File: src/hw/rtl/dsep_pkg.sv
`timescale 1ns / 1ps
// dsep_pkg: shared types and constants of the date string parser

package dsep_pkg;

   localparam int NumMax = 9999;

   // fields handed from the tokenizer to the epoch conversion
   typedef struct packed {
      logic [13:0]        year;
      logic [3:0]         month;
      logic [13:0]        day;
      logic [13:0]        hour;
      logic [13:0]        minute;
      logic [13:0]        second;
      logic               gmt;
      logic signed [15:0] zone;
   } fields_type;

   // offset scan phases after the zone token
   typedef enum logic [1:0] {
      ZONE_IDLE  = 2'd0,
      ZONE_LEAD  = 2'd1,
      ZONE_SIGN  = 2'd2,
      ZONE_DIGIT = 2'd3
   } zone_phase_type;

   // month name match on the upper-cased token head, 12 when none
   function automatic logic [3:0] month_code(input logic [23:0] head);
      logic [3:0] r;
      r = 4'd12;
      unique case (head)
         {"N", "A", "J"}: r = 4'd0;
         {"B", "E", "F"}: r = 4'd1;
         {"R", "A", "M"}: r = 4'd2;
         {"R", "P", "A"}: r = 4'd3;
         {"Y", "A", "M"}: r = 4'd4;
         {"N", "U", "J"}: r = 4'd5;
         {"L", "U", "J"}: r = 4'd6;
         {"G", "U", "A"}: r = 4'd7;
         {"P", "E", "S"}: r = 4'd8;
         {"T", "C", "O"}: r = 4'd9;
         {"V", "O", "N"}: r = 4'd10;
         {"C", "E", "D"}: r = 4'd11;
         default: r = 4'd12;
      endcase
      return r;
   endfunction

   // days before the month, year starting in march (month 0 to 11 = jan to dec)
   function automatic logic [8:0] month_days(input logic [3:0] m);
      logic [8:0] r;
      unique case (m)
         4'd0:  r = 9'd306;
         4'd1:  r = 9'd337;
         4'd2:  r = 9'd0;
         4'd3:  r = 9'd31;
         4'd4:  r = 9'd61;
         4'd5:  r = 9'd92;
         4'd6:  r = 9'd122;
         4'd7:  r = 9'd153;
         4'd8:  r = 9'd184;
         4'd9:  r = 9'd214;
         4'd10: r = 9'd245;
         4'd11: r = 9'd275;
         default: r = 9'd0;
      endcase
      return r;
   endfunction

endpackage

File: src/hw/rtl/dsep_front.sv
`timescale 1ns / 1ps
// dsep_front: tokenizer and field capture, one byte per cycle unless the output word is held

module dsep_front (
   input  logic                   clock,
   input  logic                   reset,
   input  logic                   req_valid,
   output logic                   req_ready,
   input  logic [7:0]             req_text_byte,
   input  logic                   req_is_last,
   output logic                   fq_valid,
   input  logic                   fq_ready,
   output dsep_pkg::fields_type   fq_fields
);

   logic [23:0] head_ff, head_in;
   logic [4:0]  len_ff, len_in;
   logic [13:0] num_ff, num_in;
   logic        lead_ff, lead_in;
   logic        open_ff, open_in;
   logic [1:0]  slot_ff, slot_in;
   logic [13:0] day_ff, day_in, mon_unused;
   logic [3:0]  mon_ff, mon_in;
   logic [13:0] year_ff, year_in, hour_ff, hour_in, min_ff, min_in, sec_ff, sec_in;
   logic        dtaken_ff, dtaken_in, gmt_ff, gmt_in;
   logic [13:0] zmag_ff, zmag_in;
   logic        zneg_ff, zneg_in;
   dsep_pkg::zone_phase_type zph_ff, zph_in;

   logic       fire, alnum, digit, lower, do_finish;
   logic [7:0] c, u;
   logic [7:0] term;
   logic       term_valid;
   logic [3:0] dv;
   logic [17:0] nx;
   logic [13:0] val;
   logic [3:0] mcode;

   assign mon_unused = '0;
   assign req_ready = !fq_valid || fq_ready;
   assign fire = req_valid && req_ready;
   assign c = req_text_byte;
   assign digit = (c >= "0") && (c <= "9");
   assign lower = (c >= "a") && (c <= "z");
   assign alnum = digit || lower || ((c >= "A") && (c <= "Z"));
   assign u = lower ? c - 8'd32 : c;
   assign dv = c[3:0];

   // offset digit accumulation, saturating
   function automatic logic [13:0] acc(input logic [13:0] m, input logic [3:0] d);
      logic [17:0] t;
      t = {m, 3'b000} + {3'b000, m, 1'b0} + {14'd0, d};
      return (t > 18'(dsep_pkg::NumMax)) ? 14'(dsep_pkg::NumMax) : t[13:0];
   endfunction

   always_comb begin
      head_in = head_ff; len_in = len_ff; num_in = num_ff; lead_in = lead_ff;
      open_in = open_ff; slot_in = slot_ff; day_in = day_ff; mon_in = mon_ff;
      year_in = year_ff; hour_in = hour_ff; min_in = min_ff; sec_in = sec_ff;
      dtaken_in = dtaken_ff; gmt_in = gmt_ff; zmag_in = zmag_ff; zneg_in = zneg_ff;
      zph_in = zph_ff;
      do_finish = 1'b0; term = c; term_valid = 1'b1;
      nx = '0; val = '0; mcode = 4'd12;
      if (gmt_ff) begin
         if (zph_ff != dsep_pkg::ZONE_IDLE) begin
            if (zph_ff == dsep_pkg::ZONE_LEAD && (c == " " || (c >= 8'd9 && c <= 8'd13))) begin
            end else if (zph_ff == dsep_pkg::ZONE_LEAD && (c == "+" || c == "-")) begin
               zneg_in = (c == "-"); zph_in = dsep_pkg::ZONE_SIGN;
            end else if (digit) begin
               zmag_in = acc(zmag_ff, dv); zph_in = dsep_pkg::ZONE_DIGIT;
            end else begin
               zph_in = dsep_pkg::ZONE_IDLE;
            end
         end
      end else if (alnum) begin
         if (len_ff == 5'd0) begin
            lead_in = digit; open_in = digit;
         end
         if (len_ff == 5'd0) head_in[7:0] = u;
         if (len_ff == 5'd1) head_in[15:8] = u;
         if (len_ff == 5'd2) head_in[23:16] = u;
         if (len_ff != 5'd31) len_in = len_ff + 5'd1;
         if (open_in && digit) begin
            nx = {num_ff, 3'b000} + {3'b000, num_ff, 1'b0} + {14'd0, dv};
            num_in = (nx > 18'(dsep_pkg::NumMax)) ? 14'(dsep_pkg::NumMax) : nx[13:0];
         end else begin
            open_in = 1'b0;
         end
         if (req_is_last) begin
            do_finish = 1'b1; term_valid = 1'b0;
         end
      end else if (len_ff != 5'd0) begin
         do_finish = 1'b1;
      end

      if (do_finish) begin
         val = lead_in ? num_in : 14'd0;
         // month lookup on the head, including this byte when it is alphanumeric
         mcode = dsep_pkg::month_code(head_in);
         if (slot_ff == 2'd1) begin
            min_in = val; slot_in = 2'd2;
         end else if (slot_ff == 2'd2) begin
            sec_in = val; slot_in = 2'd0;
         end else if (len_in >= 5'd3 && mcode != 4'd12) begin
            mon_in = mcode;
         end else if (term_valid && term == ":") begin
            hour_in = val; slot_in = 2'd1;
         end else if (lead_in) begin
            if (!dtaken_ff) begin
               day_in = val; dtaken_in = 1'b1;
            end else if (val < 14'd70) begin
               year_in = val + 14'd2000;
            end else if (val < 14'd1970) begin
               year_in = val + 14'd1900;
            end else begin
               year_in = val;
            end
         end else if (len_in == 5'd3 && head_in == {"T", "M", "G"}) begin
            gmt_in = 1'b1; zph_in = dsep_pkg::ZONE_LEAD;
            if (term_valid) begin
               if (c == "+" || c == "-") begin
                  zneg_in = (c == "-"); zph_in = dsep_pkg::ZONE_SIGN;
               end else if (!(c == " " || (c >= 8'd9 && c <= 8'd13))) begin
                  zph_in = dsep_pkg::ZONE_IDLE;
               end
            end
         end
         head_in = '0; len_in = '0; num_in = '0; lead_in = 1'b0; open_in = 1'b0;
      end

      if (req_is_last) begin
         if (slot_in == 2'd1) begin
            min_in = '0; sec_in = '0;
         end else if (slot_in == 2'd2) begin
            sec_in = '0;
         end
      end
   end

   always_ff @(posedge clock) begin
      if (reset || (fire && req_is_last)) begin
         head_ff <= '0; len_ff <= '0; num_ff <= '0; lead_ff <= 1'b0; open_ff <= 1'b0;
         slot_ff <= '0; day_ff <= '0; mon_ff <= '0; year_ff <= 14'd1900;
         hour_ff <= '0; min_ff <= '0; sec_ff <= '0; dtaken_ff <= 1'b0; gmt_ff <= 1'b0;
         zmag_ff <= '0; zneg_ff <= 1'b0; zph_ff <= dsep_pkg::ZONE_IDLE;
      end else if (fire) begin
         head_ff <= head_in; len_ff <= len_in; num_ff <= num_in; lead_ff <= lead_in;
         open_ff <= open_in; slot_ff <= slot_in; day_ff <= day_in + mon_unused;
         mon_ff <= mon_in; year_ff <= year_in; hour_ff <= hour_in; min_ff <= min_in;
         sec_ff <= sec_in; dtaken_ff <= dtaken_in; gmt_ff <= gmt_in;
         zmag_ff <= zmag_in; zneg_ff <= zneg_in; zph_ff <= zph_in;
      end
   end

   // output word register toward the back end
   always_ff @(posedge clock) begin
      if (reset) begin
         fq_valid <= 1'b0;
      end else if (fire && req_is_last) begin
         fq_valid <= 1'b1;
      end else if (fq_ready) begin
         fq_valid <= 1'b0;
      end
   end

   always_ff @(posedge clock) begin
      if (fire && req_is_last) begin
         fq_fields.year   <= year_in;
         fq_fields.month  <= mon_in;
         fq_fields.day    <= day_in;
         fq_fields.hour   <= hour_in;
         fq_fields.minute <= min_in;
         fq_fields.second <= sec_in;
         fq_fields.gmt    <= gmt_in;
         fq_fields.zone   <= zneg_in ? -$signed({2'b00, zmag_in}) : $signed({2'b00, zmag_in});
      end
   end

   a_len_sat: assert property (@(posedge clock) disable iff (reset) len_ff <= 5'd31)
      else $error("token length overflow");
   a_num_sat: assert property (@(posedge clock) disable iff (reset)
      num_ff <= 14'(dsep_pkg::NumMax)) else $error("number not saturated");
   a_zone_sat: assert property (@(posedge clock) disable iff (reset)
      zmag_ff <= 14'(dsep_pkg::NumMax)) else $error("offset not saturated");
   a_gmt_tok: assert property (@(posedge clock) disable iff (reset)
      gmt_ff |-> len_ff == 5'd0) else $error("token open after zone");

endmodule

File: src/hw/rtl/dsep_back.sv
`timescale 1ns / 1ps
// dsep_back: pipelined conversion of date fields to epoch milliseconds

module dsep_back (
   input  logic                        clock,
   input  logic                        reset,
   input  logic signed [11:0]          local_min,
   input  logic                        fq_valid,
   output logic                        fq_ready,
   input  dsep_pkg::fields_type        fq_fields,
   output logic                        rsp_valid,
   input  logic                        rsp_ready,
   output logic signed [48:0]          rsp_epoch_millis
);

   // stage valids; the pipeline stalls as a whole
   logic [3:0] v_ff;
   logic       adv;
   assign adv = !rsp_valid || rsp_ready;
   assign fq_ready = adv;
   assign rsp_valid = v_ff[3];

   always_ff @(posedge clock) begin
      if (reset) begin
         v_ff <= '0;
      end else if (adv) begin
         v_ff <= {v_ff[2:0], fq_valid};
      end
   end

   // stage 1: year split into era, day of year, time of day, zone hours and minutes
   logic signed [15:0] y1;
   logic signed [15:0] era_c;
   logic [8:0]  yoe_c;
   logic signed [15:0] era_ff;
   logic [8:0]  yoe_ff;
   logic [8:0]  doy_ff;
   logic [13:0] day_ff;
   logic signed [31:0] tod_ff;
   logic [28:0] q400;
   logic [13:0] zabs;
   logic [25:0] zprod;
   logic [6:0]  zq_c, zr_c;
   logic [6:0]  zq_ff, zr_ff;
   logic        zneg_ff;
   logic        loc_on;
   assign y1 = $signed({2'b00, fq_fields.year}) - ((fq_fields.month <= 4'd1) ? 16'sd1 : 16'sd0);
   // y in 1899..9999, floor divide by 400 via reciprocal
   assign q400 = 29'(y1[13:0]) * 29'd20972 >> 23;
   always_comb begin
      if (y1 < 0) begin
         era_c = -16'sd1; yoe_c = 9'd399;
      end else begin
         era_c = $signed({2'b00, q400[13:0]});
         yoe_c = 9'(y1[13:0] - 14'(q400[13:0] * 14'd400));
      end
   end

   // zone magnitude hhmm split by reciprocal of 100, exact up to 9999
   assign zabs = fq_fields.zone[15] ? 14'(-fq_fields.zone) : fq_fields.zone[13:0];
   assign zprod = 26'(zabs) * 26'd5243;
   assign zq_c = 7'(zprod >> 19);
   assign zr_c = 7'(zabs - 14'(zq_c) * 14'd100);
   assign loc_on = (fq_fields.zone == 16'sd0) && !fq_fields.gmt;

   always_ff @(posedge clock) begin
      if (adv) begin
         era_ff <= era_c;
         yoe_ff <= yoe_c;
         doy_ff <= dsep_pkg::month_days(fq_fields.month);
         day_ff <= fq_fields.day;
         tod_ff <= 32'(fq_fields.hour) * 32'sd3600 + 32'(fq_fields.minute) * 32'sd60
                   + 32'(fq_fields.second)
                   + (loc_on ? 32'(local_min) * 32'sd60 : 32'sd0);
         zq_ff <= zq_c;
         zr_ff <= zr_c;
         zneg_ff <= fq_fields.zone[15];
      end
   end

   // stage 2: day count, zone applied to time of day
   logic signed [31:0] days_ff, tod2_ff;
   logic [7:0] yoe100;
   logic signed [31:0] zsec;
   assign yoe100 = 8'((18'(yoe_ff) * 18'd41) >> 12);
   assign zsec = 32'(zq_ff) * 32'sd3600 + 32'(zr_ff) * 32'sd60;
   always_ff @(posedge clock) begin
      if (adv) begin
         days_ff <= 32'(era_ff) * 32'sd146097 + 32'(yoe_ff) * 32'sd365
                    + 32'(yoe_ff >> 2) - 32'(yoe100) + 32'(doy_ff)
                    - 32'sd719468 + 32'(day_ff) - 32'sd1;
         tod2_ff <= zneg_ff ? tod_ff + zsec : tod_ff - zsec;
      end
   end

   // stage 3: seconds
   logic signed [47:0] secs_ff;
   always_ff @(posedge clock) begin
      if (adv) secs_ff <= 48'(days_ff) * 48'sd86400 + 48'(tod2_ff);
   end

   // stage 4: milliseconds
   always_ff @(posedge clock) begin
      if (adv) rsp_epoch_millis <= 49'(secs_ff) * 49'sd1000;
   end

   a_stall: assert property (@(posedge clock) disable iff (reset)
      rsp_valid && !rsp_ready |=> rsp_valid && $stable(rsp_epoch_millis))
      else $error("result lost on stall");
   a_ready: assert property (@(posedge clock) disable iff (reset) fq_ready == adv)
      else $error("queue ready mismatch");
   a_yoe: assert property (@(posedge clock) disable iff (reset) v_ff[0] |-> yoe_ff < 9'd400)
      else $error("year of era out of range");

endmodule

File: src/hw/rtl/date_string_to_epoch_parser.sv
`timescale 1ns / 1ps
// date_string_to_epoch_parser: top level of the date text parser
// takes one text byte per cycle, one word per cycle sustained, while the
// conversion pipeline does not stall; the front tokenizer captures fields, a
// one-word register hands them to a four-stage conversion pipeline, and the
// next string may start in the very next cycle unless that pipeline stalls

module date_string_to_epoch_parser (
   input  logic               clock,
   input  logic               reset,
   input  logic               req_valid,
   output logic               req_ready,
   input  logic [7:0]         req_text_byte,
   input  logic               req_is_last,
   output logic               rsp_valid,
   input  logic               rsp_ready,
   output logic signed [48:0] rsp_epoch_millis,
   input  logic               csr_write_enable,
   input  logic [11:0]        csr_write_data
);

   // local offset register
   logic signed [11:0] local_ff;
   always_ff @(posedge clock) begin
      if (reset) begin
         local_ff <= '0;
      end else if (csr_write_enable) begin
         local_ff <= $signed(csr_write_data);
      end
   end

   logic                 fq_valid, fq_ready;
   dsep_pkg::fields_type fq_fields;

   dsep_front u_front (
      .clock, .reset, .req_valid, .req_ready, .req_text_byte, .req_is_last,
      .fq_valid, .fq_ready, .fq_fields
   );

   dsep_back u_back (
      .clock, .reset, .local_min(local_ff), .fq_valid, .fq_ready, .fq_fields,
      .rsp_valid, .rsp_ready, .rsp_epoch_millis
   );

endmodule

File: config.mk
export PLATFORM = sky130hd
export DESIGN_NAME = date_string_to_epoch_parser
export DESIGN_NICKNAME = d
export VERILOG_FILES = /design/src/hw/rtl/dsep_pkg.sv /design/src/hw/rtl/dsep_front.sv /design/src/hw/rtl/dsep_back.sv /design/src/hw/rtl/date_string_to_epoch_parser.sv
export SDC_FILE = /design/constraint.sdc
export NUM_CORES = 2
export LEC_CHECK = 0
export BUFFER_PORTS_ARGS = -buffer_cell sky130_fd_sc_hd__buf_2
export CORE_ASPECT_RATIO = 0.75
export CORE_MARGIN = 3
export CORE_UTILIZATION = 60
export DETAILED_ROUTE_END_ITERATION = 10
export PLACE_DENSITY = 0.76
export RECOVER_POWER = 50
export SYNTH_ARGS = -nofsm -noshare
export SYNTH_HDL_FRONTEND = slang
export SYNTH_HIERARCHICAL = 1
export SYNTH_SLANG_ARGS = --single-unit
File: constraint.sdc
create_clock -name clock -period 18 [get_ports clock]
set_input_delay 3.6 -clock clock [delete_from_list [all_inputs] [get_ports clock]]
set_output_delay 3.6 -clock clock [all_outputs]
set_load 0.005 [all_outputs]
==> results.json <==
{
  "status": "complete, but fails checks",
  "violations": "capacitance limit, slew limit",
  "drt_iter0_drc": 2912,
  "critPathSlowestCell": "clkbuf_1",
  "drtPass1Iterations": 6,
  "hold_violations": 0,
  "final_layout_size_suffix_gt1_share_pct": 4.71,
  "nNetsFinal": 7741,
  "cts_buffer_depth": 3,
  "nFillCells": 7896,
  "cts.sinks": 490,
  "clk_pin_slew_ns": 0.06,
  "gp_congestion": 0.938,
  "cts_root_buf": "clkbuf_16",
  "fin_crit_sh_pct": 62.5,
  "ys_ff_latch": 490,
  "hold_buffers": 0,
  "htreeDepth": 2,
  "start_util_pct": 60.7,
  "worstPathRequired_ns": 17.97,
  "worstReg2RegStart": "u_front/fq_fields[73]",
  "ff_latch_area_um2": 13100,
  "drv_cap": 5,
  "yosysTopAreaCell": "ha_1",
  "netlist_area_um2": 60500,
  "drt_wl_total_um": 130000,
  "worstSetupPathType": "primary input to register",
  "dieArea_um2": 105000,
  "clk-insertion-delay-late_ns": 0.64,
  "post_cts_buffers": 0,
  "cp.arrival_ns": 11.21,
  "multiInputGateArea_um2": 43300,
  "coreArea_um2": 99600,
  "wl_per_cell_um": 17.4,
  "drc": 0,
  "maxSlewHeadroom_pct": -468,
  "vias": 43100,
  "yosys.area.top_type_share_pct": 21.2,
  "yosys_most_used_dff": "edfxtp_1",
  "fin_skew_ns": 0.0231,
  "ctsResizeCount": 0,
  "holdCritPathClass": "register to register",
  "ant_nets": 0,
  "dieWidth_um": 373,
  "cp-end-kind": "register",
  "worst_pin_slew_ns": 8.52,
  "crit_path_max_fanout": 171,
  "max_freq_mhz": 88.9,
  "io_buffers": 73,
  "grt_max_degree": 172,
  "place_hpwl_um": 105000,
  "grt_pass1_vias": 42900,
  "yosysSeqAreaShare_pct": 21.7,
  "rsz0062_at_grt": "no",
  "placementRows": 100,
  "io_pins": 77,
  "synth.distinct_cells": 122,
  "setup_viol": 0,
  "postSynthAreaPerCell_um2": 10.0,
  "netlist_instances": 6046,
  "grt_usage_pct": 25.1,
  "async_flop_share_pct": 0,
  "synthTopCellsByArea": "ha_1, fa_1, edfxtp_1, inv_1, dfxtp_1",
  "fin_ws_ns": 6.75,
  "crit_path_start_kind": "primary input",
  "worstHoldStart": "u_front/fq_fields[62]",
  "synth_warnings": 6,
  "area_delta_synth_final_pct": 5.69,
  "gr-total-overflow": 0,
  "cts_buffers": 55,
  "cts_tree": "done",
  "cp_slowest_stage_delay_ns": 5.94,
  "whs_ns": 0.418,
  "die_h_um": 281,
  "antenna_found_initial": 2,
  "cp_cell_sequence": "buf_2 > nand2b_1 > clkbuf_1",
  "viasPerCell": 5.79,
  "place_ws_ns": 7.92,
  "maxSlewViolCount": 302,
  "synth_edf_count": 333,
  "final.setup.tns_ns": 0,
  "grt_pass1_wl_um": 217000,
  "crit_start": "rsp_ready",
  "layout_min_cycle_time_ns": 11.25
}
cells by family after synthesis:
logic type / share of synthesized area [%]
buffers and inverters: 6.71
adders and majority gates: 41.9
muxes: 1.51
other: 0.00620
xor gates and xnor gates: 5.41
AOI/OAI and AO/OA: 13.1
and+or+nand+nor: 9.71
DFF: 21.7
path summary, 6_finish.rpt:
path / end / slack (ns) / cells past startpoint
worst max-delay path: u_back/secs_ff[44] / 6.75 / 3
worst min-delay path: u_back/day_ff[3] / 0.42 / 0
worst max register to register: u_back/yoe_ff[8] / 8.23 / 38
worst min register to register: u_back/day_ff[3] / 0.42 / 0
worst max-delay path, delay by kind of cell:
family	cells	cell delay, ns
buffers and inverters	2	6.01
and+or+nand+nor	1	1.31
placed cells by master, fill, tap and decap left out, types with 22 or more instances in the layout:
cell type	instances
a211oi_1	52
a21o_1	117
a21oi_1	319
a22oi_1	24
a31oi_1	64
and2_1	31
and3_1	33
buf_2	42
clkbuf_1	41
clkbuf_16	58
dfxtp_1	157
edfxtp_1	333
fa_1	625
ha_1	1023
inv_1	913
mux2_2	33
mux2i_1	51
nand2_1	281
nand2b_1	47
nand3_1	92
nand4_1	22
nor2_1	402
nor2b_1	61
nor3_1	98
o211ai_1	22
o21a_1	53
o21ai_0	205
o21ai_1	31
o21bai_1	43
o31ai_1	24
or2_2	23
or3_1	25
xnor2_1	264
xor2_1	106
layer usage:
metal,wire length (um),GRT usage (%)
met3,7770,3.15
met1,61500,36.9
met2,58500,40.2
met5,0,0
met4,2040,4.41
sequential cells by signal, summed over array words and instances, names as in the netlist, 12 cells and up:
name	flops
u_front/head_ff	24
u_back/rsp_epoch_millis	46
u_front/fq_fields	91
u_front/sec_ff	14
u_front/min_ff	14
u_front/day_ff	14
u_front/hour_ff	14
u_back/tod_ff	32
local_ff	12
u_back/secs_ff	46
u_front/year_ff	14
u_front/num_ff	14
u_back/day_ff	14
u_front/zmag_ff	14
u_back/days_ff	32
u_back/tod2_ff	32
cells in the mapped netlist (all sizes together) (29+ instances only):
master	number
ha	1023
inv	915
fa	625
nor2	404
edfxtp	333
a21oi	325
nand2	283
xnor2	266
o21ai	242
dfxtp	157
a21o	117
xor2	106
nor3	98
nand3	94
clkbuf	88
a31oi	66
nor2b	61
a211oi	57
o21a	53
mux2i	51
buf	48
nand2b	47
o21bai	43
mux2	36
and2	35
and3	33
o31ai	29
or2	29
layout make-up:
| cell class | instances | share of cell area [%] |
|---|---|---|
| multi-input cells | 4506 | 67.7 |
| flip-flops and latches | 490 | 20.6 |
| inverters | 916 | 5.38 |
| well taps | 1326 | 2.60 |
| clock buffers | 70 | 2.42 |
| repair buffers | 98 | 0.781 |
| clock inverters | 33 | 0.589 |
| diodes | 1 | 0.00392 |
metrics by stage:
stage | std cells | instance area [um2] | util [%]
after detailed placement | 7336 | 62100 | 62.4
after CTS | 7439 | 64000 | 64.3
after global placement | 7336 | 62100 | 62.4
after global routing | 7439 | 63900 | 64.2
final | 7440 | 63900 | 64.2
after floorplan | 6048 | 60500 | -
Power is not shown: default switching activity piles up to over one toggle a cycle in this logic, so the estimate is an artifact.
